[src/hdl/max_flow_augmenting_path_defines.svh]
// Assertion macros for the max-flow block.
// Used by the top level; needs clk and rst in scope.
`ifndef MAX_FLOW_AUGMENTING_PATH_DEFINES_SVH
`define MAX_FLOW_AUGMENTING_PATH_DEFINES_SVH

`define MF_ASSERT_SAME(label, ante, cons, msg) \
  label: assert property (@(posedge clk) disable iff (rst) (ante) |-> (cons)) else $error(msg);

`define MF_ASSERT_NEXT(label, ante, cons, msg) \
  label: assert property (@(posedge clk) disable iff (rst) (ante) |=> (cons)) else $error(msg);

`endif

[src/hdl/mf_pkg.sv]
// Shared constants, state type and controller/datapath bundles for the max-flow block.
// No dependencies.
`default_nettype none
package mf_pkg;
  localparam int MAX_NODES  = 16;
  localparam int MAX_ARCS   = 64;
  localparam int CAP_BITS   = 16;
  localparam int NODE_BITS  = $clog2(MAX_NODES);
  localparam int ARC_BITS   = $clog2(MAX_ARCS);
  localparam int PTR_BITS   = ARC_BITS + 1;
  localparam int QCNT_BITS  = NODE_BITS + 1;
  localparam int BOT_BITS   = CAP_BITS + 1;
  localparam int FLOW_BITS  = 21;
  localparam int FLOW_MAX   = 2097151;
  localparam int FIELD_NODE_W = 4;
  localparam int FIELD_CAP_W  = 16;
  localparam int IN_DATA_W  = 24;
  localparam int OUT_DATA_W = 24;
  localparam int CFG_ADDR_W = 1;
  localparam int CFG_DATA_W = 4;

  typedef logic [CFG_ADDR_W-1:0] cfg_addr_t;
  localparam cfg_addr_t REG_SOURCE = cfg_addr_t'(0);
  localparam cfg_addr_t REG_SINK   = cfg_addr_t'(1);

  localparam logic CMD_ADD_EDGE = 1'b0;
  localparam logic CMD_COMPUTE  = 1'b1;

  typedef enum logic [3:0] {
    S_IDLE, S_ADD_FWD, S_ADD_REV, S_BFS_INIT, S_POP, S_ARC_RD, S_ARC_EV,
    S_PUSH_RD, S_PUSH_FWD, S_PUSH_REV, S_EMIT
  } ctrl_state_t;

  typedef struct packed {
    logic load_edge;
    logic add_fwd;
    logic add_rev;
    logic set_drop;
    logic bfs_init;
    logic pop;
    logic arc_rd;
    logic arc_ev;
    logic push_rd;
    logic push_fwd;
    logic push_rev;
    logic flow_add;
    logic emit;
  } cmd_t;

  typedef struct packed {
    logic                edge_fits;
    logic                queue_empty;
    logic                arc_end;
    logic                found;
    logic                push_end;
    logic                out_free;
    logic [PTR_BITS-1:0] arc_cnt;
  } sts_t;
endpackage
`default_nettype wire

[src/hdl/mf_ram.sv]
// Generic simple dual-port RAM with registered read.
// No dependencies.
`default_nettype none
module mf_ram #(
  parameter int WIDTH = 8,
  parameter int DEPTH = 16
) (
  input  wire logic                     clk,
  input  wire logic                     we,
  input  wire logic [$clog2(DEPTH)-1:0] waddr,
  input  wire logic [WIDTH-1:0]         wdata,
  input  wire logic [$clog2(DEPTH)-1:0] raddr,
  output      logic [WIDTH-1:0]         rdata
);
  logic [WIDTH-1:0] mem [DEPTH];

  always_ff @(posedge clk) begin
    if (we) begin
      mem[waddr] <= wdata;
    end
    rdata <= mem[raddr];
  end
endmodule
`default_nettype wire

[src/hdl/mf_ctrl.sv]
// Controller state machine for the max-flow block.
// Depends on mf_pkg; drives the datapath through cmd_t, reads sts_t.
`default_nettype none
module mf_ctrl (
  input  wire logic         clk,
  input  wire logic         rst,
  input  wire logic         in_valid,
  input  wire logic         in_command,
  output      logic         in_ready,
  input  wire mf_pkg::sts_t sts,
  output      mf_pkg::cmd_t cmd,
  output      mf_pkg::ctrl_state_t state
);
  import mf_pkg::*;

  ctrl_state_t state_next;

  always_ff @(posedge clk) begin
    if (rst) begin
      state <= S_IDLE;
    end else begin
      state <= state_next;
    end
  end

  always_comb begin
    state_next = state;
    cmd        = '0;
    in_ready   = 1'b0;
    unique case (state)
      S_IDLE: begin
        in_ready = 1'b1;
        if (in_valid) begin
          cmd.load_edge = 1'b1;
          state_next = (in_command == CMD_COMPUTE) ? S_BFS_INIT : S_ADD_FWD;
        end
      end
      S_ADD_FWD: begin
        if (sts.edge_fits) begin
          cmd.add_fwd = 1'b1;
          state_next  = S_ADD_REV;
        end else begin
          cmd.set_drop = 1'b1;
          state_next   = S_IDLE;
        end
      end
      S_ADD_REV: begin
        cmd.add_rev = 1'b1;
        state_next  = S_IDLE;
      end
      S_BFS_INIT: begin
        cmd.bfs_init = 1'b1;
        state_next   = S_POP;
      end
      S_POP: begin
        if (sts.queue_empty) begin
          state_next = S_EMIT;
        end else begin
          cmd.pop    = 1'b1;
          state_next = S_ARC_RD;
        end
      end
      S_ARC_RD: begin
        if (sts.arc_end) begin
          state_next = S_POP;
        end else begin
          cmd.arc_rd = 1'b1;
          state_next = S_ARC_EV;
        end
      end
      S_ARC_EV: begin
        cmd.arc_ev = 1'b1;
        state_next = sts.found ? S_PUSH_RD : S_ARC_RD;
      end
      S_PUSH_RD: begin
        if (sts.push_end) begin
          cmd.flow_add = 1'b1;
          state_next   = S_BFS_INIT;
        end else begin
          cmd.push_rd = 1'b1;
          state_next  = S_PUSH_FWD;
        end
      end
      S_PUSH_FWD: begin
        cmd.push_fwd = 1'b1;
        state_next   = S_PUSH_REV;
      end
      S_PUSH_REV: begin
        cmd.push_rev = 1'b1;
        state_next   = S_PUSH_RD;
      end
      S_EMIT: begin
        if (sts.out_free) begin
          cmd.emit   = 1'b1;
          state_next = S_IDLE;
        end
      end
      default: begin
        state_next = S_IDLE;
      end
    endcase
  end
endmodule
`default_nettype wire

[src/hdl/mf_datapath.sv]
// Datapath for the max-flow block: arc store, adjacency heads, search queue,
// path walk and flow total. Depends on mf_pkg and mf_ram.
`default_nettype none
module mf_datapath (
  input  wire logic                            clk,
  input  wire logic                            rst,
  input  wire logic                            cfg_we,
  input  wire mf_pkg::cfg_addr_t               cfg_addr,
  input  wire logic [mf_pkg::CFG_DATA_W-1:0]   cfg_data,
  input  wire logic [mf_pkg::IN_DATA_W-1:0]    in_data,
  input  wire mf_pkg::cmd_t                    cmd,
  output      mf_pkg::sts_t                    sts,
  output      logic                            out_valid,
  input  wire logic                            out_ready,
  output      logic [mf_pkg::OUT_DATA_W-1:0]   out_data
);
  import mf_pkg::*;

  logic [NODE_BITS-1:0]  src_node, dst_node;
  logic [PTR_BITS-1:0]   list_head [MAX_NODES];
  logic [PTR_BITS-1:0]   arc_count;
  logic [MAX_NODES-1:0]  visited;
  logic [BOT_BITS-1:0]   bott [MAX_NODES];
  logic [ARC_BITS-1:0]   arrival [MAX_NODES];
  logic [NODE_BITS-1:0]  queue [MAX_NODES];
  logic [QCNT_BITS-1:0]  rd_ptr, wr_ptr;
  logic [NODE_BITS-1:0]  cur_x;
  logic [PTR_BITS-1:0]   cur_arc;
  logic [NODE_BITS-1:0]  push_x;
  logic [ARC_BITS-1:0]   push_arc;
  logic [BOT_BITS-1:0]   push_b;
  logic [QCNT_BITS-1:0]  steps;
  logic [FLOW_BITS-1:0]  flow;
  logic                  drop;
  logic [NODE_BITS-1:0]  e_from, e_to;
  logic [CAP_BITS-1:0]   e_cap;

  logic [NODE_BITS-1:0]  lh_addr, y, q_head;
  logic [PTR_BITS-1:0]   lh_rd;
  logic [BOT_BITS-1:0]   bott_x, b_new, res_ext;
  logic                  take;
  logic                  res_we, arc_we;
  logic [ARC_BITS-1:0]   waddr, raddr;
  logic [CAP_BITS-1:0]   res_wdata, res_rdata;
  logic [NODE_BITS-1:0]  tgt_wdata, tgt_rdata;
  logic [PTR_BITS-1:0]   link_rdata;
  logic [FLOW_BITS:0]    flow_sum;

  assign q_head  = queue[rd_ptr[NODE_BITS-1:0]];
  assign lh_addr = cmd.pop ? q_head : (cmd.add_rev ? e_to : e_from);
  assign lh_rd   = list_head[lh_addr];
  assign y       = tgt_rdata;
  assign bott_x  = bott[cur_x];
  assign res_ext = BOT_BITS'(res_rdata);
  assign b_new   = (res_ext < bott_x) ? res_ext : bott_x;
  assign take    = (res_rdata != '0) && !visited[y];
  assign flow_sum = (FLOW_BITS+1)'(flow) + (FLOW_BITS+1)'(push_b);

  assign sts.edge_fits   = arc_count <= PTR_BITS'(MAX_ARCS - 2);
  assign sts.queue_empty = rd_ptr == wr_ptr;
  assign sts.arc_end     = cur_arc >= arc_count;
  assign sts.found       = take && (y == dst_node);
  assign sts.push_end    = (push_x == src_node) || (steps == QCNT_BITS'(MAX_NODES));
  assign sts.out_free    = !out_valid || out_ready;
  assign sts.arc_cnt     = arc_count;

  assign arc_we = cmd.add_fwd || cmd.add_rev;
  assign res_we = arc_we || cmd.push_fwd || cmd.push_rev;

  always_comb begin
    waddr     = push_arc;
    res_wdata = res_rdata - push_b[CAP_BITS-1:0];
    tgt_wdata = e_to;
    if (cmd.add_fwd) begin
      waddr     = arc_count[ARC_BITS-1:0];
      res_wdata = e_cap;
    end else if (cmd.add_rev) begin
      waddr     = arc_count[ARC_BITS-1:0] | ARC_BITS'(1);
      res_wdata = '0;
      tgt_wdata = e_from;
    end else if (cmd.push_rev) begin
      waddr     = push_arc ^ ARC_BITS'(1);
      res_wdata = res_rdata + push_b[CAP_BITS-1:0];
    end
  end

  always_comb begin
    raddr = cur_arc[ARC_BITS-1:0];
    if (cmd.push_rd) begin
      raddr = arrival[push_x];
    end else if (cmd.push_fwd) begin
      raddr = push_arc ^ ARC_BITS'(1);
    end
  end

  mf_ram #(.WIDTH(NODE_BITS), .DEPTH(MAX_ARCS)) u_target (
    .clk(clk), .we(arc_we), .waddr(waddr), .wdata(tgt_wdata),
    .raddr(raddr), .rdata(tgt_rdata)
  );

  mf_ram #(.WIDTH(CAP_BITS), .DEPTH(MAX_ARCS)) u_residual (
    .clk(clk), .we(res_we), .waddr(waddr), .wdata(res_wdata),
    .raddr(raddr), .rdata(res_rdata)
  );

  mf_ram #(.WIDTH(PTR_BITS), .DEPTH(MAX_ARCS)) u_link (
    .clk(clk), .we(arc_we), .waddr(waddr), .wdata(lh_rd),
    .raddr(raddr), .rdata(link_rdata)
  );

  always_ff @(posedge clk) begin
    if (rst) begin
      src_node  <= '0;
      dst_node  <= NODE_BITS'(1);
      arc_count <= '0;
      flow      <= '0;
      drop      <= 1'b0;
      visited   <= '0;
      out_valid <= 1'b0;
      rd_ptr    <= '0;
      wr_ptr    <= '0;
      for (int n = 0; n < MAX_NODES; n++) begin
        list_head[n] <= PTR_BITS'(MAX_ARCS);
      end
    end else begin
      if (cfg_we) begin
        if (cfg_addr == REG_SOURCE) begin
          src_node <= cfg_data[NODE_BITS-1:0];
        end else if (cfg_addr == REG_SINK) begin
          dst_node <= cfg_data[NODE_BITS-1:0];
        end
      end
      if (out_valid && out_ready && !cmd.emit) begin
        out_valid <= 1'b0;
      end
      if (cmd.load_edge) begin
        e_from <= in_data[NODE_BITS-1:0];
        e_to   <= in_data[FIELD_NODE_W +: NODE_BITS];
        e_cap  <= in_data[2*FIELD_NODE_W +: CAP_BITS];
      end
      if (cmd.set_drop) begin
        drop <= 1'b1;
      end
      if (cmd.add_fwd) begin
        list_head[e_from] <= arc_count;
      end
      if (cmd.add_rev) begin
        list_head[e_to] <= arc_count | PTR_BITS'(1);
        arc_count       <= arc_count + PTR_BITS'(2);
      end
      if (cmd.bfs_init) begin
        visited         <= MAX_NODES'(1) << src_node;
        queue[0]        <= src_node;
        rd_ptr          <= '0;
        wr_ptr          <= QCNT_BITS'(1);
        bott[src_node]  <= BOT_BITS'(1) << CAP_BITS;
      end
      if (cmd.pop) begin
        cur_x   <= q_head;
        cur_arc <= lh_rd;
        rd_ptr  <= rd_ptr + QCNT_BITS'(1);
      end
      if (cmd.arc_ev) begin
        cur_arc <= link_rdata;
        if (take) begin
          visited[y] <= 1'b1;
          bott[y]    <= b_new;
          arrival[y] <= cur_arc[ARC_BITS-1:0];
          if (wr_ptr < QCNT_BITS'(MAX_NODES)) begin
            queue[wr_ptr[NODE_BITS-1:0]] <= y;
            wr_ptr <= wr_ptr + QCNT_BITS'(1);
          end
        end
        if (sts.found) begin
          push_b <= b_new;
          push_x <= dst_node;
          steps  <= '0;
        end
      end
      if (cmd.push_rd) begin
        push_arc <= arrival[push_x];
      end
      if (cmd.push_rev) begin
        push_x <= tgt_rdata;
        steps  <= steps + QCNT_BITS'(1);
      end
      if (cmd.flow_add) begin
        flow <= (flow_sum > (FLOW_BITS+1)'(FLOW_MAX)) ? FLOW_BITS'(FLOW_MAX)
                                                       : flow_sum[FLOW_BITS-1:0];
      end
      if (cmd.emit) begin
        out_valid <= 1'b1;
        out_data  <= OUT_DATA_W'({drop, flow});
        arc_count <= '0;
        flow      <= '0;
        drop      <= 1'b0;
        for (int n = 0; n < MAX_NODES; n++) begin
          list_head[n] <= PTR_BITS'(MAX_ARCS);
        end
      end
    end
  end
endmodule
`default_nettype wire

[src/hdl/max_flow_augmenting_path.sv]
// Usage: edges arrive on the slave stream, tuser = command (0 add edge, 1 compute).
// Add: tdata carries from_node, to_node, capacity; no result. An edge that does
// not fit the 64-arc store is dropped and flagged until the next compute.
// Compute: runs breadth-first searches and pushes each path's bottleneck until
// the sink is unreachable, then presents one transfer on the master stream
// (max_flow, edges_dropped) and clears the graph.
// Sequence: an edge add steps through the load, forward-arc and reverse-arc states; a dropped
// edge stops after the first two. A compute alternates searches and path pushes, paced by the
// single read port of the arc RAMs; no item is taken meanwhile.
// The result sits in an output register; a stalled receiver holds it there
// while further edge adds are taken, and a following compute waits at its end
// until the register is free.
// Reset (rst, synchronous) empties the graph, clears the total and the drop
// flag, sets source_node 0 and sink_node 1. Configuration via cfg_we,
// cfg_addr (0 source, 1 sink), cfg_data, only while idle.
// Depends on mf_pkg, mf_ctrl, mf_datapath, mf_ram and the defines header.
`default_nettype none
`include "max_flow_augmenting_path_defines.svh"
module max_flow_augmenting_path (
  input  wire logic                          clk,
  input  wire logic                          rst,
  input  wire logic                          cfg_we,
  input  wire mf_pkg::cfg_addr_t             cfg_addr,
  input  wire logic [mf_pkg::CFG_DATA_W-1:0] cfg_data,
  input  wire logic                          s_tvalid,
  output      logic                          s_tready,
  // [3:0] from_node, [7:4] to_node, [23:8] capacity
  input  wire logic [mf_pkg::IN_DATA_W-1:0]  s_tdata,
  // [0] command
  input  wire logic                          s_tuser,
  output      logic                          m_tvalid,
  input  wire logic                          m_tready,
  // [20:0] max_flow, [21] edges_dropped, [23:22] zero
  output      logic [mf_pkg::OUT_DATA_W-1:0] m_tdata
);
  import mf_pkg::*;

  cmd_t        cmd;
  sts_t        sts;
  ctrl_state_t state;

  mf_ctrl u_ctrl (
    .clk(clk), .rst(rst), .in_valid(s_tvalid), .in_command(s_tuser),
    .in_ready(s_tready), .sts(sts), .cmd(cmd), .state(state)
  );

  mf_datapath u_dp (
    .clk(clk), .rst(rst), .cfg_we(cfg_we), .cfg_addr(cfg_addr), .cfg_data(cfg_data),
    .in_data(s_tdata), .cmd(cmd), .sts(sts), .out_valid(m_tvalid),
    .out_ready(m_tready), .out_data(m_tdata)
  );

  `MF_ASSERT_SAME(a_arc_bound, 1'b1, sts.arc_cnt <= PTR_BITS'(MAX_ARCS), "arc count overrun")
  `MF_ASSERT_NEXT(a_compute_busy, s_tvalid && s_tready && s_tuser == CMD_COMPUTE, !s_tready, "compute did not hold off input")
  `MF_ASSERT_NEXT(a_emit_source, !m_tvalid && !(state == S_EMIT), !m_tvalid, "result without emit")
  `MF_ASSERT_SAME(a_arc_even, 1'b1, !sts.arc_cnt[0], "arc count odd")
endmodule
`default_nettype wire

[config.mk]
export PLATFORM = sky130hd
export DESIGN_NAME = max_flow_augmenting_path
export DESIGN_NICKNAME = d
export VERILOG_FILES = /design/src/hdl/mf_pkg.sv /design/src/hdl/mf_ram.sv /design/src/hdl/mf_ctrl.sv /design/src/hdl/mf_datapath.sv /design/src/hdl/max_flow_augmenting_path.sv
export VERILOG_INCLUDE_DIRS = /design/src /design/src/hdl
export SDC_FILE = /design/constraint.sdc
export NUM_CORES = 2
export LEC_CHECK = 0
export BUFFER_PORTS_ARGS = -buffer_cell sky130_fd_sc_hd__buf_4
export CAP_MARGIN = 30
export CORE_MARGIN = 4
export CORE_UTILIZATION = 50
export CTS_BUF_LIST = sky130_fd_sc_hd__clkbuf_8
export CTS_CLUSTER_SIZE = 25
export DETAILED_ROUTE_END_ITERATION = 10
export GPL_ROUTABILITY_DRIVEN = 0
export PLACE_DENSITY = 0.72
export SLEW_MARGIN = 30
export SYNTH_ARGS = -nofsm -noshare
export SYNTH_HDL_FRONTEND = slang
export SYNTH_SLANG_ARGS = --single-unit
[constraint.sdc]
create_clock -name clk -period 8.4 [get_ports clk]
set_input_delay 1.68 -clock clk [delete_from_list [all_inputs] [get_ports clk]]
set_output_delay 1.68 -clock clk [all_outputs]
set_load 0.03 [all_outputs]
==> metrics <==
worst rel slew slack 22.9%; vias post-DR 60100; biggest fanout along the worst timing path 32; critical register-to-register path endpoint u_dp.u_residual.rdata[5]; global-route usage over all layers 25.6%; count of endpoints failing setup in the final report 0; worst setup path class reg2reg; cts hold-fix bufs 0; maximum buffer depth of the clock tree 4; post-detailed-route wirelength per cell approximately 28 um; total number of H-tree levels 5; portion of synthesized cell area occupied by the leading cell type 71.3%; Vias per Instance 6.21; Post-Synthesis Cells 6441; hold crit path type reg2reg; type of origin of the critical path flip-flop; Site Rows ~160; global-route wire length before repair 390000 um; internal reg-to-reg setup slack approximately 2.5 ns; Most used DFF post-synth edfxtp_1; via count of the first global-routing pass around 58000; starting density of the core about half; clock tree sinks 2467; wirelength, routed 268000 um; largest net degree at the start of global routing 161; die height 454 um; synthesized area divided by synthesized cell count 15.4 sq um; path depth of the worst reg2reg path 12; master cell of the clock root buffer clkbuf_8; worst path setup slack after routing 2.51 ns; Clk pin slew, worst setup/hold paths 0.07 ns; CP Data Required Time 9.22 ns; clock tree from TritonCTS done; number of distinct library cells after synthesis 86; fraction of final layout cells sized beyond drive strength 1 15.8%; full die area 206000 sq um; count of final max-slew check failures 0; fraction of registers with async set or reset after synthesis 0%; transition time at the pin with the least slew margin 1.15 ns; number of nets at the end of the flow just under 7000; count of routing violations after the opening detailed-route iteration 8415; count of max-cap constraint violations 0; register area share after synthesis 73.4%; antenna-violating nets left 0; number of placed I/O pins 61; capture endpoint of the worst hold path u_dp.out_data[21]; area delta synth->final 11.7%; Fin. Hold Viols 0; HPWL reported at the end of detailed placement 163000 um; leakage power figure 38.3 nW; initial antenna violation count 6; Fillers 15000; YS warnings 0; synthesized cell area ~99000 sq um; number of synthesized register bits 2467; post-place setup slack 2.72 ns; Hold Startpoint u_dp.drop; Worst Hold Depth 0; grt ovf 0; Finished Core Util 56.2%; TritonCTS Buffers 396; final total negative setup slack 0 ns; clk_skew 0.189 ns; ratio of total power to cell area 298 nW/um^2; Skew-Pair Late Insertion Delay 1.11 ns; library cell occupying the most area in the post-synthesis netlist edfxtp_1; number of buffers inserted by port buffering between 50 and 60; DRT Pass-1 Iters 9; horizontal die dimension 454 um; drc violations 0; critical path capture point type flip-flop; arrival time of data at the critical path endpoint ~6.7 ns; Std-Cell Core Area 198000 sq um; Achievable Freq 170 MHz; number of gates given a new drive strength after cts 0; setup fix buffers added after clock tree synthesis 0; top post-synthesis cells by area edfxtp_1 (71%), mux2i_1 (5.9%), nand2_1 (2.9%); setup repair after global routing missed its margin false; Max IR drop VDD 376 uV; post-route clock period utilization 70.1%; run status complete, no violations; post-route minimum period between 5 and 6 ns; number of enable flip-flop cells after synthesis 2361
## where the power goes
| group | internal, mW | leakage [nW] | switching [mW] | total [mW] |
|---|---|---|---|---|
| clock | 4.72 | 4.16 | 4.58 | 9.31 |
| sequential | 16.4 | 22.6 | 0.337 | 16.8 |
| combinational | 1.44 | 11.6 | 5.58 | 7.02 |
| total | 22.6 | 38.3 | 10.5 | 33.1 |
## layout make-up
type                            instances  area [sq um]  share of cell area [%]
Timing Repair Buffer                  269          2150                    1.93
Clock inverter                        278          1270                    1.14
Clock buffer                          418          5750                    5.18
Tap cell                             2640          3300                    2.97
Multi-Input combinational cell       3546         25400                    22.8
Antenna cell                            5          12.5                  0.0113
Sequential cell                      2467         73000                    65.8
Inverter                               50           188                   0.169
## layer usage
metal  part of all wire, %  track usage (%)  routed length [um]
met1                    37             34.3               99800
met2                    46             39.9              124000
met3                    11             6.28               30400
met4                   5.1             11.5               13700
met5                0.0049            0.420                  13
## cell usage in the layout (no fill, tap or decap), types with 127 or more instances in the layout
master / instances
nand2_1: 764
nor2_1: 296
edfxtp_1: 2361
mux2i_1: 589
o22ai_1: 262
buf_4: 259
a21oi_1: 195
inv_1: 193
mux4_2: 127
clkbuf_8: 418
nand3_1: 179
## worst max-delay path, stage by stage (launching register included)
cell and delay (ns):
dfxtp_1 0.86, buf_4 0.28, mux4_2 0.50, mux2_2 0.33
mux2i_1 0.39, mux2i_1 0.13, buf_4 0.23, nand3_2 0.65
buf_4 0.60, o22ai_1 0.20, nor4_1 0.91, o22ai_1 0.21
a211o_1 0.32
## per-stage QoR
stage / area, sq um / power (mW) / hold WS [ns] / cells
6_report: 111000 / 33.1 / 0.443 / 9673
5_1_grt: 111000 / 34.1 / 0.455 / 9670
4_1_cts: 111000 / 33.0 / 0.441 / 9665
3_5_place_dp: 104000 / 23.8 / 0.426 / 8969
3_3_place_gp: 104000 / 23.6 / 0.423 / 8965
2_1_floorplan: 99500 / 20.6 / 0.409 / 6443
## registers in the layout, indices dropped and copies added (netlist names), 17 cells and up, named ones only
| register | cells |
|---|---|
| u_dp.push_b | 17 |
| u_dp.bott | 272 |
| u_dp.queue | 64 |
| u_dp.u_link.mem | 448 |
| u_dp.arrival | 96 |
| u_dp.flow | 21 |
| u_dp.u_target.mem | 256 |
| u_dp.list_head | 112 |
| u_dp.out_data | 22 |
| u_dp.u_residual.mem | 1024 |
## cells in the mapped netlist (46+ instances only)
cell / instances
ha_1: 59
nand3_1: 182
nor4_1: 79
a21oi_1: 198
mux4_2: 127
mux2_2: 46
mux2i_1: 591
nand2_1: 770
clkbuf_1: 251
o21ai_0: 99
nor3_1: 63
a22oi_1: 48
dfxtp_1: 106
inv_1: 47
edfxtp_1: 2361
nor2_1: 372
buf_2: 75
o22ai_1: 262
## worst max path at each step
stage | end | cells after the start | slack, ns
2_1_floorplan | u_dp.u_residual.mem[0][2] | 10 | 1.86
3_3_place_gp | u_dp.u_residual.rdata[2] | 10 | 2.75
3_5_place_dp | u_dp.u_residual.rdata[4] | 12 | 2.72
4_1_cts | u_dp.u_residual.rdata[4] | 12 | 2.59
5_1_grt | u_dp.u_residual.rdata[15] | 10 | 2.39
6_report | u_dp.u_residual.rdata[5] | 12 | 2.51
## logic make-up (layout without fill, tap and decap cells)
family	count (synthesis)	in the layout	synth area share (%)
buffers and inverters	430	1015	1.83
AO/OA/AOI/OAI	899	899	5.88
XOR/XNOR	63	63	0.555
AND/OR/NAND/NOR	1752	1752	8.09
multiplexers	768	768	9.44
adder cells (fa/ha/maj)	61	61	0.783
flip-flops	2467	2467	73.4
other	1	8	0.00377
No activity file was read; power rests on OpenSTA's default activity.
